## config.mk

```make
export PLATFORM = sky130hd
export DESIGN_NAME = utf8_to_wide_decoder
export DESIGN_NICKNAME = d
export VERILOG_FILES = /design/src/rtl/utw_pkg.sv /design/src/rtl/utf8_to_wide_decoder.sv /design/src/rtl/utw_decode.sv /design/src/rtl/utw_out_queue.sv
export VERILOG_INCLUDE_DIRS = /design/src /design/src/rtl
export SDC_FILE = /design/constraint.sdc
export NUM_CORES = 1
export LEC_CHECK = 0
export BUFFER_PORTS_ARGS = -buffer_cell sky130_fd_sc_hd__buf_4
export CORE_MARGIN = 3
export CORE_UTILIZATION = 57
export CTS_BUF_LIST = sky130_fd_sc_hd__clkbuf_4 sky130_fd_sc_hd__clkbuf_8
export DETAILED_ROUTE_END_ITERATION = 16
export HOLD_SLACK_MARGIN = 0.12
export PLACE_DENSITY = 0.84
export REMOVE_ABC_BUFFERS = 1
export SLEW_MARGIN = 5
export SYNTH_ARGS = -nofsm -noshare
export SYNTH_HDL_FRONTEND = slang
export SYNTH_SLANG_ARGS = --single-unit
```

## constraint.sdc

```tcl
create_clock -name clk -period 4.94 [get_ports clk]
set_input_delay 0.988 -clock clk [delete_from_list [all_inputs] [get_ports clk]]
set_output_delay 0.988 -clock clk [all_outputs]
set_load 0.05 [all_outputs]
```

## src/rtl/utf8_to_wide_decoder_macros.svh

```systemverilog
// Assertion macros for the UTF-8 to wide decoder
`ifndef UTF8_TO_WIDE_DECODER_MACROS_SVH
`define UTF8_TO_WIDE_DECODER_MACROS_SVH

`ifndef ASSERT_OFF
// Same-cycle implication, checked out of reset
`define UTW_ASSERT_IMP(lbl, clk, rst_n, ante, cons) \
  lbl: assert property (@(posedge clk) disable iff (!rst_n) (ante) |-> (cons)) \
    else $error("utf8_to_wide_decoder: assertion failed");
// Next-cycle implication, checked out of reset
`define UTW_ASSERT_NXT(lbl, clk, rst_n, ante, cons) \
  lbl: assert property (@(posedge clk) disable iff (!rst_n) (ante) |=> (cons)) \
    else $error("utf8_to_wide_decoder: assertion failed");
`else
`define UTW_ASSERT_IMP(lbl, clk, rst_n, ante, cons)
`define UTW_ASSERT_NXT(lbl, clk, rst_n, ante, cons)
`endif

`endif

```

## src/rtl/utw_pkg.sv

```systemverilog
// Types and constants shared by the UTF-8 to wide decoder modules
package utw_pkg;

  // One result item as it leaves the block
  typedef struct packed {
    logic [20:0] code_unit;
    logic        is_replacement;
    logic        run_last;
    logic        text_end;
  } utw_result_t;

  // Running sequence state
  typedef struct packed {
    logic [20:0] partial_value;
    logic [1:0]  bytes_remaining;
    logic [1:0]  sequence_extra;
  } utw_state_t;

  // Results produced by one byte: count and up to two units
  typedef struct packed {
    logic [1:0]  num;
    utw_result_t unit0;
    utw_result_t unit1;
  } utw_emit_t;

  // Output forms
  localparam logic FORM_UTF16 = 1'b0;
  localparam logic FORM_UTF32 = 1'b1;

  // Code point constants
  localparam logic [20:0] REPL_CHAR     = 21'h00FFFD;
  localparam logic [20:0] MAX_CP        = 21'h10FFFF;
  localparam logic [20:0] SURR_LO       = 21'h00D800;
  localparam logic [20:0] SURR_HI       = 21'h00DFFF;
  localparam logic [20:0] LOW_SURR_BASE = 21'h00DC00;
  localparam logic [20:0] TEN_BIT_MASK  = 21'h0003FF;
  localparam logic [20:0] SUPP_BASE     = 21'h010000;
  localparam logic [20:0] MIN_EXTRA2    = 21'h000800;
  localparam logic [20:0] MIN_EXTRA1    = 21'h000080;

  // Continuation counts
  localparam logic [1:0] EXTRA_NONE  = 2'd0;
  localparam logic [1:0] EXTRA_ONE   = 2'd1;
  localparam logic [1:0] EXTRA_TWO   = 2'd2;
  localparam logic [1:0] EXTRA_THREE = 2'd3;

endpackage

```

## src/rtl/utf8_to_wide_decoder.sv

```systemverilog
// Streaming UTF-8 to UTF-16 / UTF-32 decoder, top level
//
//  channel  | handshake                  | payload
//  ---------+----------------------------+---------------------------------------------
//  input    | in_valid / in_stall        | in_byte[7:0], in_last
//  result   | out_valid / out_stall      | out_code_unit[20:0], out_is_replacement,
//           |                            | out_run_last, out_text_end
//  config   | cfg_we                     | cfg_wdata (output form)
//
// One byte is taken per cycle while in_stall is low. A byte is registered in the input
// stage, is decoded there against the sequence state and lands in the result queue,
// whose head drives the result port; the byte waits in the stage while in_stall is high.
// A byte giving two results (surrogate pair or broken sequence) puts both in the queue,
// and the result port delivers them one per transfer. Reset is synchronous and
// empties the stage and the queue. in_stall rises only when the queue lacks space for
// two results and holds the input stage.
module utf8_to_wide_decoder #(
  parameter int FIFO_DEPTH = 4
) (
  input  logic        clk,
  input  logic        rst_n,
  input  logic        in_valid,
  output logic        in_stall,
  input  logic [7:0]  in_byte,
  input  logic        in_last,
  output logic        out_valid,
  input  logic        out_stall,
  output logic [20:0] out_code_unit,
  output logic        out_is_replacement,
  output logic        out_run_last,
  output logic        out_text_end,
  input  logic        cfg_we,
  input  logic        cfg_wdata
);
  import utw_pkg::*;

  `include "utf8_to_wide_decoder_macros.svh"

  localparam int CNT_W = $clog2(FIFO_DEPTH+1);

  logic             form_r;
  logic             stg_vld_r;
  logic             stg_vld_nxt;
  logic [7:0]       stg_byte_r;
  logic             stg_last_r;
  utw_state_t       st_r;
  utw_state_t       st_nxt;
  utw_emit_t        emit;
  utw_result_t      head;
  logic             room;
  logic [CNT_W-1:0] q_cnt;
  logic [CNT_W:0]   q_sum;
  logic             in_xfer;
  logic             dec_adv;
  logic [1:0]       push_num;

  // Input stage handshake
  assign dec_adv     = stg_vld_r && room;
  assign in_stall    = stg_vld_r && !room;
  assign in_xfer     = in_valid && !in_stall;
  assign stg_vld_nxt = in_xfer || (stg_vld_r && !room);
  assign push_num    = dec_adv ? emit.num : 2'd0;

  // Control registers
  always_ff @(posedge clk) begin
    if (!rst_n) begin
      form_r    <= FORM_UTF16;
      stg_vld_r <= 1'b0;
      st_r      <= '0;
    end else begin
      if (cfg_we) begin
        form_r <= cfg_wdata;
      end
      stg_vld_r <= stg_vld_nxt;
      if (dec_adv) begin
        st_r <= st_nxt;
      end
    end
  end

  // Input stage payload
  always_ff @(posedge clk) begin
    if (in_xfer) begin
      stg_byte_r <= in_byte;
      stg_last_r <= in_last;
    end
  end

  utw_decode u_decode (
    .form    (form_r),
    .byte_in (stg_byte_r),
    .last_in (stg_last_r),
    .st      (st_r),
    .st_nxt  (st_nxt),
    .emit    (emit)
  );

  utw_out_queue #(
    .DEPTH (FIFO_DEPTH)
  ) u_out_queue (
    .clk       (clk),
    .rst_n     (rst_n),
    .push_num  (push_num),
    .push0     (emit.unit0),
    .push1     (emit.unit1),
    .room      (room),
    .count     (q_cnt),
    .out_valid (out_valid),
    .out_stall (out_stall),
    .head      (head)
  );

  assign out_code_unit      = head.code_unit;
  assign out_is_replacement = head.is_replacement;
  assign out_run_last       = head.run_last;
  assign out_text_end       = head.text_end;

  // Checks
  assign q_sum = {1'b0, q_cnt} + (CNT_W+1)'(emit.num);

  `UTW_ASSERT_IMP(a_no_overflow, clk, rst_n, dec_adv, q_sum <= (CNT_W+1)'(FIFO_DEPTH))
  `UTW_ASSERT_NXT(a_closed_at_end, clk, rst_n, dec_adv && stg_last_r, st_r.bytes_remaining == EXTRA_NONE)
  `UTW_ASSERT_IMP(a_stall_only_full, clk, rst_n, in_stall, stg_vld_r && !dec_adv)

endmodule

```

## src/rtl/utw_decode.sv

```systemverilog
// Combinational byte decode: running state and one byte to results and next state
module utw_decode (
  input  logic              form,
  input  logic [7:0]        byte_in,
  input  logic              last_in,
  input  utw_pkg::utw_state_t st,
  output utw_pkg::utw_state_t st_nxt,
  output utw_pkg::utw_emit_t  emit
);
  import utw_pkg::*;

  // Start-of-sequence decode
  logic        sb_vld;
  logic [20:0] sb_cp;
  logic        sb_rep;
  logic        sb_open;
  logic [20:0] sb_val;
  logic [1:0]  sb_extra;

  // First and second code point emissions
  logic        e0_vld;
  logic [20:0] e0_cp;
  logic        e0_rep;
  logic        e1_vld;
  logic [20:0] e1_cp;
  logic        e1_rep;

  logic        cont;
  logic [1:0]  rem_dec;
  logic [20:0] acc;
  logic [20:0] min_cp;
  logic        bad;
  logic        pair;
  logic [20:0] supp_off;
  utw_result_t u0;
  utw_result_t u1;
  logic [1:0]  num;

  assign cont = (byte_in[7:6] == 2'b10);

  // Lead byte classification, independent of the running state
  always_comb begin
    sb_vld   = 1'b0;
    sb_cp    = REPL_CHAR;
    sb_rep   = 1'b0;
    sb_open  = 1'b0;
    sb_val   = '0;
    sb_extra = EXTRA_NONE;
    if (!byte_in[7]) begin
      sb_vld = 1'b1;
      sb_cp  = {13'd0, byte_in};
    end else if (byte_in[7:5] == 3'b110) begin
      sb_val   = {16'd0, byte_in[4:0]};
      sb_extra = EXTRA_ONE;
    end else if (byte_in[7:4] == 4'b1110) begin
      sb_val   = {17'd0, byte_in[3:0]};
      sb_extra = EXTRA_TWO;
    end else if (byte_in[7:3] == 5'b11110) begin
      sb_val   = {18'd0, byte_in[2:0]};
      sb_extra = EXTRA_THREE;
    end else begin
      sb_vld = 1'b1;
      sb_rep = 1'b1;
    end
    // a lead byte as the final byte is a truncated sequence
    if (sb_extra != EXTRA_NONE) begin
      if (last_in) begin
        sb_vld = 1'b1;
        sb_rep = 1'b1;
      end else begin
        sb_open = 1'b1;
      end
    end
  end

  // Lower bound of a non-overlong value for the open sequence
  always_comb begin
    case (st.sequence_extra)
      EXTRA_ONE:   min_cp = MIN_EXTRA1;
      EXTRA_TWO:   min_cp = MIN_EXTRA2;
      EXTRA_THREE: min_cp = SUPP_BASE;
      default:     min_cp = '0;
    endcase
  end

  assign rem_dec = st.bytes_remaining - 2'd1;
  assign acc     = {st.partial_value[14:0], byte_in[5:0]};
  assign bad     = (acc < min_cp) || (acc > MAX_CP) || ((acc >= SURR_LO) && (acc <= SURR_HI));

  // Sequence tracking and code point emissions
  always_comb begin
    st_nxt = st;
    e0_vld = 1'b0;
    e0_cp  = REPL_CHAR;
    e0_rep = 1'b1;
    e1_vld = 1'b0;
    e1_cp  = sb_cp;
    e1_rep = sb_rep;
    if (st.bytes_remaining != EXTRA_NONE) begin
      if (cont) begin
        if (rem_dec == EXTRA_NONE) begin
          // sequence complete
          e0_vld = 1'b1;
          e0_cp  = bad ? REPL_CHAR : acc;
          e0_rep = bad;
          st_nxt = '0;
        end else if (last_in) begin
          e0_vld = 1'b1;
          st_nxt = '0;
        end else begin
          st_nxt.partial_value   = acc;
          st_nxt.bytes_remaining = rem_dec;
        end
      end else begin
        // broken sequence, then the byte starts afresh
        e0_vld = 1'b1;
        e1_vld = sb_vld;
        st_nxt = '0;
        if (sb_open) begin
          st_nxt.partial_value   = sb_val;
          st_nxt.bytes_remaining = sb_extra;
          st_nxt.sequence_extra  = sb_extra;
        end
      end
    end else begin
      e1_vld = sb_vld;
      if (sb_open) begin
        st_nxt.partial_value   = sb_val;
        st_nxt.bytes_remaining = sb_extra;
        st_nxt.sequence_extra  = sb_extra;
      end
    end
    // nothing stays open past the end of the text
    if (last_in) begin
      st_nxt = '0;
    end
  end

  // Expand to code units; only a completed value can need a surrogate pair
  assign pair     = e0_vld && (form == FORM_UTF16) && (e0_cp >= SUPP_BASE);
  assign supp_off = e0_cp - SUPP_BASE;

  always_comb begin
    u0  = '0;
    u1  = '0;
    num = 2'd0;
    if (pair) begin
      u0.code_unit      = SURR_LO + {11'd0, supp_off[19:10]};
      u0.is_replacement = e0_rep;
      u1.code_unit      = LOW_SURR_BASE + (supp_off & TEN_BIT_MASK);
      u1.is_replacement = e0_rep;
      num               = 2'd2;
    end else if (e0_vld) begin
      u0.code_unit      = e0_cp;
      u0.is_replacement = e0_rep;
      u1.code_unit      = e1_cp;
      u1.is_replacement = e1_rep;
      num               = e1_vld ? 2'd2 : 2'd1;
    end else begin
      u0.code_unit      = e1_cp;
      u0.is_replacement = e1_rep;
      num               = {1'b0, e1_vld};
    end
    // mark the final result of this byte
    if (num == 2'd2) begin
      u1.run_last = 1'b1;
      u1.text_end = last_in;
    end else begin
      u0.run_last = 1'b1;
      u0.text_end = last_in;
    end
    emit.num   = num;
    emit.unit0 = u0;
    emit.unit1 = u1;
  end

endmodule

```

## src/rtl/utw_out_queue.sv

```systemverilog
// Result queue: takes up to two results per cycle, delivers one per transfer
module utw_out_queue #(
  parameter int DEPTH = 4
) (
  input  logic                clk,
  input  logic                rst_n,
  input  logic [1:0]          push_num,
  input  utw_pkg::utw_result_t push0,
  input  utw_pkg::utw_result_t push1,
  output logic                room,
  output logic [$clog2(DEPTH+1)-1:0] count,
  output logic                out_valid,
  input  logic                out_stall,
  output utw_pkg::utw_result_t head
);
  import utw_pkg::*;

  localparam int PTR_W = (DEPTH > 1) ? $clog2(DEPTH) : 1;
  localparam int CNT_W = $clog2(DEPTH+1);
  localparam logic [PTR_W-1:0] LAST_IDX = PTR_W'(DEPTH-1);

  utw_result_t      mem_r [DEPTH];
  logic [PTR_W-1:0] wr_ptr_r;
  logic [PTR_W-1:0] wr_ptr_nxt;
  logic [PTR_W-1:0] wr_inc;
  logic [PTR_W-1:0] rd_ptr_r;
  logic [PTR_W-1:0] rd_ptr_nxt;
  logic [CNT_W-1:0] cnt_r;
  logic [CNT_W-1:0] cnt_nxt;
  logic             pop;

  function automatic logic [PTR_W-1:0] ptr_inc(input logic [PTR_W-1:0] p);
    ptr_inc = (p == LAST_IDX) ? '0 : p + PTR_W'(1);
  endfunction

  assign pop       = out_valid && !out_stall;
  assign out_valid = (cnt_r != '0);
  assign head      = mem_r[rd_ptr_r];
  assign count     = cnt_r;
  // space for a worst-case byte, from registered state only
  assign room      = (cnt_r <= CNT_W'(DEPTH-2));

  // Pointer and count update
  always_comb begin
    wr_inc     = ptr_inc(wr_ptr_r);
    wr_ptr_nxt = wr_ptr_r;
    if (push_num == 2'd1) begin
      wr_ptr_nxt = wr_inc;
    end else if (push_num == 2'd2) begin
      wr_ptr_nxt = ptr_inc(wr_inc);
    end
    rd_ptr_nxt = pop ? ptr_inc(rd_ptr_r) : rd_ptr_r;
    cnt_nxt    = cnt_r + CNT_W'(push_num) - CNT_W'(pop);
  end

  always_ff @(posedge clk) begin
    if (!rst_n) begin
      wr_ptr_r <= '0;
      rd_ptr_r <= '0;
      cnt_r    <= '0;
    end else begin
      wr_ptr_r <= wr_ptr_nxt;
      rd_ptr_r <= rd_ptr_nxt;
      cnt_r    <= cnt_nxt;
    end
  end

  // Storage, no reset
  always_ff @(posedge clk) begin
    if (push_num != 2'd0) begin
      mem_r[wr_ptr_r] <= push0;
    end
    if (push_num == 2'd2) begin
      mem_r[wr_inc] <= push1;
    end
  end

endmodule
```

==> results.json, run 1 <==
{
  "fmax_mhz": 220,
  "ys_types": 64,
  "rsz0062_at_grt": "no",
  "tritoncts": "built",
  "pre_cts_slack_ps": 458,
  "worst_pin_slew_ps": 813,
  "setup_viol": 0,
  "hp-class": "reg -> reg",
  "clk_latency_ps": 460,
  "std_cell_rows": 39,
  "die_height_um": 117,
  "routed_wl_mm": 18.2,
  "grt_usage_pct": 28.2,
  "cts_buffers": 17,
  "num_antenna_cells": 0,
  "ir_drop_uv": 210,
  "status": "finished, final reports clean",
  "p_leak_nw": 2.90,
  "drc": 0,
  "hold_viol_final": 0,
  "detail-route-antenna-nets": 0,
  "numClockSinks": 135,
  "yosysWarnings": 0,
  "area_delta_synth_final_pct": 13.3,
  "top_layer_used": "met4",
  "worst-path-max-fanout": 10,
  "power_mw": 3.05,
  "min_period_ps": 4550,
  "dr_wl_met3_mm": 1.72,
  "detail_route.wl_per_cell_um": 22.2,
  "fin_worst_skew_ps": 10.5,
  "fp.dieW_um": 117,
  "design.portCount": 41,
  "report.final.slew_viol_count": 0,
  "cts_resized": 0,
  "synth_area_um2": 7020,
  "clockBufferDepth": 2,
  "final.period_utilization_pct": 92.2,
  "via_per_inst": 6.68,
  "hpwl_mm": 13.1,
  "drtPass1Iterations": 6,
  "first_global_vias": 5294,
  "end_kind": "flop",
  "required_ps": 5120,
  "core_area_um2": 11700,
  "clkTransAtPathRegs_ps": 70,
  "synth_area_per_cell_um2": 11.5,
  "start_util_pct": 60.0,
  "critPathLaunchType": "flop",
  "drt_first_iter_violations": 617,
  "crit_path_cell_trace": "or4_1, o21ai_2, a31oi_4, buf_4, and2_1, nand2_1, ha_1, nor3b_1, nand3b_4, o21ai_4, nand3_2, a21o_1, inv_1, ha_1, nand2_1, and2_1, nand2_1, a22o_1, a22oi_1",
  "die-area_um2": 13700,
  "dr_wl_met2_mm": 8.65,
  "grt_pass1_wl_mm": 28.7,
  "cpPeakStageDelay_ps": 610,
  "slowest_stage": "or4_1",
  "ctsHoldBuffers": 0,
  "syn_inst": 609,
  "h-tree-depth": 4,
  "cts_setup_buffers": 0,
  "setup_ws_ps": 385,
  "fin_nets": 697,
  "max_slew_margin_pct": 45.5,
  "synth_seq_cells": 135,
  "synth-edff-count": 85,
  "crit_top_cell": "nand2_1",
  "routed-via-count": 5457,
  "overflow": 0,
  "ys.flop_type": "edfxtp_1",
  "async_reset_ff_share_pct": 0,
  "drt-met1-wl_mm": 7.08,
  "synth.yosys.seq_area_share_pct": 50.6,
  "worstPathArrival_ps": 4730,
  "place.port_buffers": 40,
  "critPathKind": "reg -> reg",
  "grt_max_degree": 35,
  "gp_congestion": 1.05,
  "layout_commonest_cell": "edfxtp_1",
  "cts_root_buf": "clkbuf_8",
  "drive_gt1_share_pct": 23.0,
  "final_cell_mix": "edfxtp_1 (85), buf_4 (66), nand2_1 (63), dfxtp_1 (50), o21ai_0 (38)",
  "antenna_found_initial": 0,
  "pwr_density_cell_nw_per_um2": 384,
  "max_cap_viol_count": 0
}
final timing paths:
path | start | endpoint | slack (ps) | cells after the start
worst max register to register | st_r[6] | u_out_queue.mem_r[1][16] | 390 | 19
worst min-delay path | u_out_queue.mem_r[0][22] | u_out_queue.mem_r[0][22] | 460 | 2
worst min register to register | u_out_queue.mem_r[0][22] | u_out_queue.mem_r[0][22] | 460 | 2
worst max-delay path | st_r[6] | u_out_queue.mem_r[1][16] | 390 | 19
layer usage:
layer / track usage [%] / vias to the layer above
met5: 0 / -
met4: 12.0 / 0
met3: 7.87 / 75
met2: 45.0 / 361
met1: 36.3 / 2571
li1: - / 2450
through the flow:
stage / instance area, µm² / utilization [%] / TNS, ps / cells / hold WS (ps)
floorplan: 6860 / - / -19880 / 574 / 420
global placement: 7580 / 64.7 / 0 / 785 / 431
detailed placement: 7580 / 64.7 / 0 / 785 / 446
CTS: 7950 / 67.9 / 0 / 817 / 456
global route: 7960 / 68.0 / 0 / 817 / 484
finish: 7960 / 68.0 / 0 / 817 / 456
area by class of cell:
class / count / area [µm²]
Fill cell: 877 / 3750
Sequential cell: 135 / 3550
Multi-Input combinational cell: 416 / 3230
Timing Repair Buffer: 68 / 536
Clock buffer: 21 / 264
Tap cell: 143 / 179
Clock inverter: 11 / 109
Inverter: 23 / 86.3
synthesized netlist by cell type (16+ instances only):
cell type	number	area, µm²
a21boi_0	16	120
and2_1	16	100
clkbuf_1	19	71.3
dfxtp_1	50	1000
edfxtp_1	85	2550
ha_1	20	250
inv_1	23	86.3
mux4_2	24	541
nand2_1	63	236
nand3_1	25	125
nor2_1	16	60.1
nor2b_1	17	106
o21ai_0	38	190
o21ai_1	16	80.1
o22ai_1	28	175
critical path: cells and delay by family, from the launching register on:
kind | cells | cell delay, ps
adders and majority gates | 2 | 390
buffers and inverters | 2 | 260
DFF | 1 | 400
and+or+nand+nor | 9 | 2200
AOI/OAI and AO/OA | 6 | 1010
registers in the layout, indices dropped and copies added (netlist names), named ones only:
name,cells
u_out_queue.rd_ptr_r,2
u_out_queue.mem_r,96
form_r,1
u_out_queue.count,3
u_out_queue.wr_ptr_r,2
stg_byte_r,8
stg_vld_r,1
st_r,19
stg_last_r,1
cell families (layout without fill, tap and decap cells):
group / Yosys count / count (layout) / synth area share (%)
flip-flops: 135 / 135 / 50.6
AND/OR/NAND/NOR: 174 / 174 / 13.0
XOR/XNOR: 4 / 4 / 0.499
AO/OA/AOI/OAI: 184 / 184 / 19.6
adder cells (fa/ha/maj): 21 / 21 / 3.85
buffers and inverters: 58 / 123 / 3.47
multiplexers: 33 / 33 / 9.00
power by group:
group	switching, mW	internal (mW)
clock network	0.406	0.462
logic	0.550	0.314
registers	0.0422	1.28
total	0.998	2.05
Note: power is estimated with default switching activity, not from simulation.
==> run 2, diff against run 1 <==
PLACE_DENSITY = 0.78   (was 0.84)
RECOVER_POWER = 50   (was unset)
==> results.json, run 2 (same netlist as run 1, synthesis figures left out) <==
{
  "cts_setup_buffers": 0,
  "detail_route.wl_per_cell_um": 21.7,
  "finalNonFillerCells": 817,
  "pre_cts_slack_ps": 395,
  "rsz0062_at_grt": "no",
  "cts_buffers": 17,
  "core_area_um2": 11700,
  "fillerInstances": 914,
  "fmax_mhz": 216,
  "hold_viol_final": 0,
  "design.portCount": 41,
  "die-area_um2": 13700,
  "setup_ws_ps": 310,
  "min_period_ps": 4630,
  "required_ps": 5110,
  "multi_input_area_um2": 3220,
  "drc": 0,
  "fin_util_pct": 67.5,
  "power_frac_comb_pct": 25.5,
  "critPathLaunchType": "flop",
  "max_slew_margin_pct": -13.9,
  "area_delta_synth_final_pct": 12.5,
  "start_util_pct": 60.0,
  "h-tree-depth": 4,
  "via_per_inst": 6.62,
  "grt_pass1_wl_mm": 28.0,
  "die_height_um": 117,
  "slowest_stage": "o41ai_1",
  "min_path_cells": 2,
  "report.final.slew_viol_count": 25,
  "top_regs": "u_out_queue.mem_r (96), st_r (19), stg_byte_r (8)",
  "switching_share_pct": 32.0,
  "crit_top_cell": "nand2_1",
  "layout_commonest_cell": "edfxtp_1",
  "whs_ps": 458,
  "tritoncts": "built",
  "hpwl_mm": 12.6,
  "routed_wl_mm": 17.7,
  "clockBufferDepth": 2,
  "critPathKind": "reg -> reg",
  "seqPwrFrac_pct": 41.5,
  "overflow": 0,
  "path_depth": 20,
  "ctsHoldBuffers": 0,
  "status": "complete, but fails checks",
  "max_cap_viol_count": 1,
  "drtPass1Iterations": 6,
  "gp_congestion": 1.03,
  "netSwitchingPower_mw": 1.02,
  "cts_root_buf": "clkbuf_8",
  "largest_register": "u_out_queue.mem_r",
  "numClockSinks": 135,
  "clkTransAtPathRegs_ps": 70,
  "crit_path_cell_trace": "nand2_1, ha_1, o41ai_1, a31oi_4, buf_4, and2_0, nand2_1, ha_1, nor3b_1, nand3b_4, o21ai_4, nand3_2, a21o_1, inv_1, ha_1, nand2_1, and2_0, nand2_1, a22o_1, a22oi_1",
  "dp_cells": 785,
  "first_global_vias": 5294,
  "std_cell_rows": 39,
  "fin_nets": 697,
  "setup_viol": 0,
  "hp-class": "reg -> reg",
  "crit_buf_inv": 2,
  "cpPeakStageDelay_ps": 570,
  "final.period_utilization_pct": 93.7,
  "grt_usage_pct": 27.4,
  "clk_latency_ps": 450,
  "place.port_buffers": 40,
  "grt_max_degree": 35,
  "p_leak_nw": 2.80,
  "ir_drop_uv": 256,
  "detail-route-antenna-nets": 0,
  "final_cell_mix": "edfxtp_1 (85), nand2_1 (63), dfxtp_1 (50), o21ai_0 (41), clkbuf_1 (31)",
  "cts_resized": 0,
  "largest_reg_flops": 96,
  "drt_first_iter_violations": 524,
  "violations": "max-capacitance violations, max-slew violations",
  "worst_pin_slew_ps": 1710,
  "p_int_mw": 2.16,
  "fp.dieW_um": 117,
  "p_clk_share_pct": 33.1,
  "worst-path-max-fanout": 10,
  "crit_family": "simple AND/OR/NAND/NOR gates",
  "ff2ff_path_depth": 20,
  "num_antenna_cells": 0,
  "fin_worst_skew_ps": 10.6,
  "pwr_density_cell_nw_per_um2": 403,
  "drive_gt1_share_pct": 18.2,
  "routed-via-count": 5412,
  "antenna_found_initial": 0,
  "regArea_um2": 3550,
  "end_kind": "flop",
  "worstPathArrival_ps": 4800
}
-- run 2: cell count changes in the layout (fill, tap and decap cells not counted), moves of 2 or more --
cell | before | now
and2_0 | 0 | 7
and2_1 | 16 | 9
buf_12 | 2 | 0
buf_4 | 66 | 28
bufinv_16 | 2 | 5
clkbuf_1 | 0 | 31
clkbuf_4 | 4 | 11
clkinv_2 | 5 | 1
o21ai_0 | 38 | 41
o21ai_1 | 16 | 13
-- run 2: metal layers --
| layer | share of wire (%) | track usage, % | routed length, µm | vias up |
|---|---|---|---|---|
| met2 | 47 | 43.6 | 8290 | 302 |
| met3 | 9.1 | 7.40 | 1610 | 64 |
| met1 | 40 | 34.7 | 7100 | 2600 |
| met4 | 4.2 | 13.5 | 752 | 0 |
| met5 | 0 | 0 | 0 | - |
| li1 | - | - | - | 2446 |
-- run 2: path summary, 6_finish.rpt --
check,slack (ps),endpoint,from
worst max-delay path,310,u_out_queue.mem_r[1][16],st_r[0]
worst min-delay path,460,u_out_queue.mem_r[0][22],u_out_queue.mem_r[0][22]
worst max register to register,310,u_out_queue.mem_r[1][16],st_r[0]
worst min register to register,460,u_out_queue.mem_r[0][22],u_out_queue.mem_r[0][22]
-- run 2: power groups by stage --
stage | registers [mW] | clock network, mW | logic, mW
after floorplan | 1.37 | 0 | 0.594
after global placement | 1.34 | 0 | 0.854
after detailed placement | 1.34 | 0 | 0.871
after CTS | 1.32 | 1.07 | 0.875
after global routing | 1.33 | 1.11 | 0.871
final | 1.32 | 1.05 | 0.810
-- run 2: layout make-up --
class	count	area share (%)
Clock buffer	20	3.33
Inverter	23	1.09
Clock inverter	12	2.53
Sequential cell	135	45.0
Tap cell	143	2.26
Multi-Input combinational cell	416	40.8
Timing Repair Buffer	68	4.99
-- run 2: per-stage QoR --
stage	area [µm²]	total power, mW	TNS [ps]
4_1_cts	8020	3.26	0
3_3_place_gp	7550	2.19	0
6_report	7900	3.18	0
2_1_floorplan	6860	1.96	-19880
5_1_grt	7900	3.31	0
3_5_place_dp	7550	2.21	0
-- run 2: worst min-delay path, delay by kind of cell, from the launching register on --
kind | cells | cell delay, ps
AO/OA/AOI/OAI | 1 | 60
flip-flops | 1 | 330
AND/OR/NAND/NOR | 1 | 40
==> run 3, diff against run 2 <==
ABC_AREA = 1   (was unset)
==> results.json, run 3 <==
{
  "largest_register": "u_out_queue.mem_r",
  "fmax_mhz": 220,
  "synth_top_family_by_area": "simple AND/OR/NAND/NOR gates",
  "crit_top_cell": "nand2_1",
  "critPathLaunchType": "flop",
  "first_global_vias": 6206,
  "syn_inst": 859,
  "grtUsageMet1_pct": 41.2,
  "routed-via-count": 6469,
  "min_period_ps": 4550,
  "yosysMostFrequentCell": "nand2_1",
  "synth.yosys.seq_area_share_pct": 49.6,
  "core_area_um2": 12200,
  "violations": "max-capacitance violations, max-slew violations",
  "area_delta_synth_final_pct": 10.7,
  "std_cell_rows": 40,
  "ys.flop_type": "edfxtp_1",
  "drtPass1Iterations": 5,
  "async_reset_ff_share_pct": 0,
  "hold_end": "u_out_queue.mem_r[1][20]",
  "hp-class": "reg -> reg",
  "hpwl_mm": 14.0,
  "gp_congestion": 1.01,
  "fillerInstances": 1073,
  "clkTransAtPathRegs_ps": 80,
  "drive_gt1_share_pct": 11.1,
  "design.portCount": 41,
  "max_cap_viol_count": 1,
  "max_slew_margin_pct": -16.7,
  "end_kind": "flop",
  "synth_xor_area_share_pct": 0.366,
  "synth_adder_area_share_pct": 3.77,
  "rsz0062_at_grt": "no",
  "fin_nets": 935,
  "cpPeakStageDelay_ps": 370,
  "p_leak_nw": 3.07,
  "yosysTopAreaCell": "edfxtp_1",
  "synth_area_leaders": "edfxtp_1 (36%), dfxtp_1 (14%), nand3_1 (7.9%)",
  "detail_route.wl_per_cell_um": 18.1,
  "synth_simple_gate_area_share_pct": 24.0,
  "grt_usage_pct": 29.2,
  "synth_seq_cells": 135,
  "report.final.slew_viol_count": 43,
  "final.period_utilization_pct": 92.1,
  "critPathKind": "reg -> reg",
  "cts_buffers": 17,
  "die-area_um2": 14000,
  "place.port_buffers": 40,
  "worstPathArrival_ps": 4770,
  "power_mw": 3.55,
  "ctsHoldBuffers": 0,
  "top_usage_layer": "met2",
  "yosysWarnings": 0,
  "ff2ff_path_depth": 28,
  "hold_viol_final": 0,
  "yosysTopAreaCellShare_pct": 35.6,
  "fin_util_pct": 65.3,
  "largest_reg_flops": 96,
  "required_ps": 5150,
  "hold_start": "u_out_queue.mem_r[1][20]",
  "cts_root_buf": "clkbuf_8",
  "finalSetupTns_ps": 0,
  "synthMuxAreaShare_pct": 0,
  "grt_pass1_wl_mm": 32.6,
  "grt_use_met2_pct": 45.0,
  "r2r_setup_slack_ps": 390,
  "fin_worst_skew_ps": 12.3,
  "via_per_inst": 5.99,
  "reg2reg_to": "u_out_queue.mem_r[3][0]",
  "clk_latency_ps": 470,
  "synth_area_per_cell_um2": 8.35,
  "min_path_cells": 2,
  "slowest_stage": "dfxtp_1",
  "clockBufferDepth": 2,
  "routed_wl_mm": 19.6,
  "h-tree-depth": 4,
  "num_antenna_cells": 0,
  "drc": 0,
  "top_regs": "u_out_queue.mem_r (96), st_r (19), stg_byte_r (8)",
  "drt_first_iter_violations": 636,
  "synth_common_cells": "nand2_1 (116), nand3_1 (113), nor2_1 (99), edfxtp_1 (85), o21ai_0 (84)",
  "overflow": 0,
  "die_height_um": 118,
  "r2r_start": "st_r[1]",
  "detail-route-antenna-nets": 0,
  "status": "complete, but fails checks",
  "grt_max_degree": 49,
  "antenna_found_initial": 0,
  "ir_drop_uv": 332,
  "setup_viol": 0,
  "layout_commonest_cell": "nand2_1",
  "numClockSinks": 135,
  "synth-edff-count": 85,
  "tritoncts": "built",
  "worst-path-max-fanout": 19,
  "start_util_pct": 59.0,
  "worst_pin_slew_ps": 1750,
  "ys_types": 42,
  "met3_usage_pct": 6.51,
  "pwr_density_cell_nw_per_um2": 447,
  "final_cell_mix": "nand2_1 (116), nand3_1 (113), nor2_1 (98), o21ai_0 (88), edfxtp_1 (85)",
  "synth_area_um2": 7170,
  "synth_compound_area_share_pct": 15.8,
  "fp.dieW_um": 118
}
[run 3: how the worst max path moves through the flow]
stage               startpoint                 endpoint  slack, ps  cells past startpoint
detailed placement     st_r[1]  u_out_queue.mem_r[0][0]        400                     29
floorplan              st_r[0]  u_out_queue.mem_r[3][0]        310                     31
CTS                    st_r[1]  u_out_queue.mem_r[0][0]        380                     29
finish                 st_r[1]  u_out_queue.mem_r[3][0]        390                     28
global placement       st_r[0]  u_out_queue.mem_r[2][0]        620                     31
global route           st_r[9]  u_out_queue.mem_r[3][1]         20                     29
[run 3: cell families (layout without fill, tap and decap cells)]
| logic type | Yosys count | count (layout) |
|---|---|---|
| compound gates | 207 | 207 |
| xor+xnor | 3 | 3 |
| fa+ha+maj | 21 | 21 |
| buf+inv | 117 | 170 |
| flops | 135 | 135 |
| simple gates | 376 | 376 |
[run 3: area by class of cell]
type	instances	area, µm²	share of cell area [%]
timing repair buffer	58	333	4.19
clock inverter	15	150	1.89
sequential	135	3550	44.8
tap	168	210	2.65
clock buffer	17	234	2.95
multi-input combinational	607	3160	39.7
inverter	80	304	3.83
[run 3: metal layers]
metal / share of wire [%] / up-vias
met5: 0 / -
met4: 2.0 / 0
met3: 8.5 / 43
met2: 46 / 336
met1: 44 / 3009
li1: - / 3081
[run 3: worst max-delay path: cells and delay by family (launching register included)]
family	cells	cell delay, ps
AO/OA/AOI/OAI	3	390
adder cells (fa/ha/maj)	3	670
buffers and inverters	4	810
AND/OR/NAND/NOR	18	2060
flip-flops	1	370
[run 3: through the flow]
| stage | area, µm² | worst slack [ps] | cells | hold WS [ps] |
|---|---|---|---|---|
| floorplan | 7000 | 305 | 822 | 445 |
| global placement | 7630 | 621 | 1046 | 458 |
| detailed placement | 7630 | 395 | 1046 | 473 |
| CTS | 8020 | 382 | 1078 | 488 |
| global route | 7940 | 20.4 | 1080 | 506 |
| finish | 7940 | 388 | 1080 | 487 |
[run 3: power breakdown]
part	switching, mW	leakage (nW)	total, mW	internal (mW)
clock network	0.458	0.178	0.905	0.447
registers	0.0606	1.13	1.36	1.30
logic	0.995	1.76	1.29	0.291
total	1.51	3.07	3.55	2.04
[run 3: what timing repair did]
item,CTS,global route
endpoints found under the setup margin,0,17
buffers inserted,0,2
resized for setup,0,5
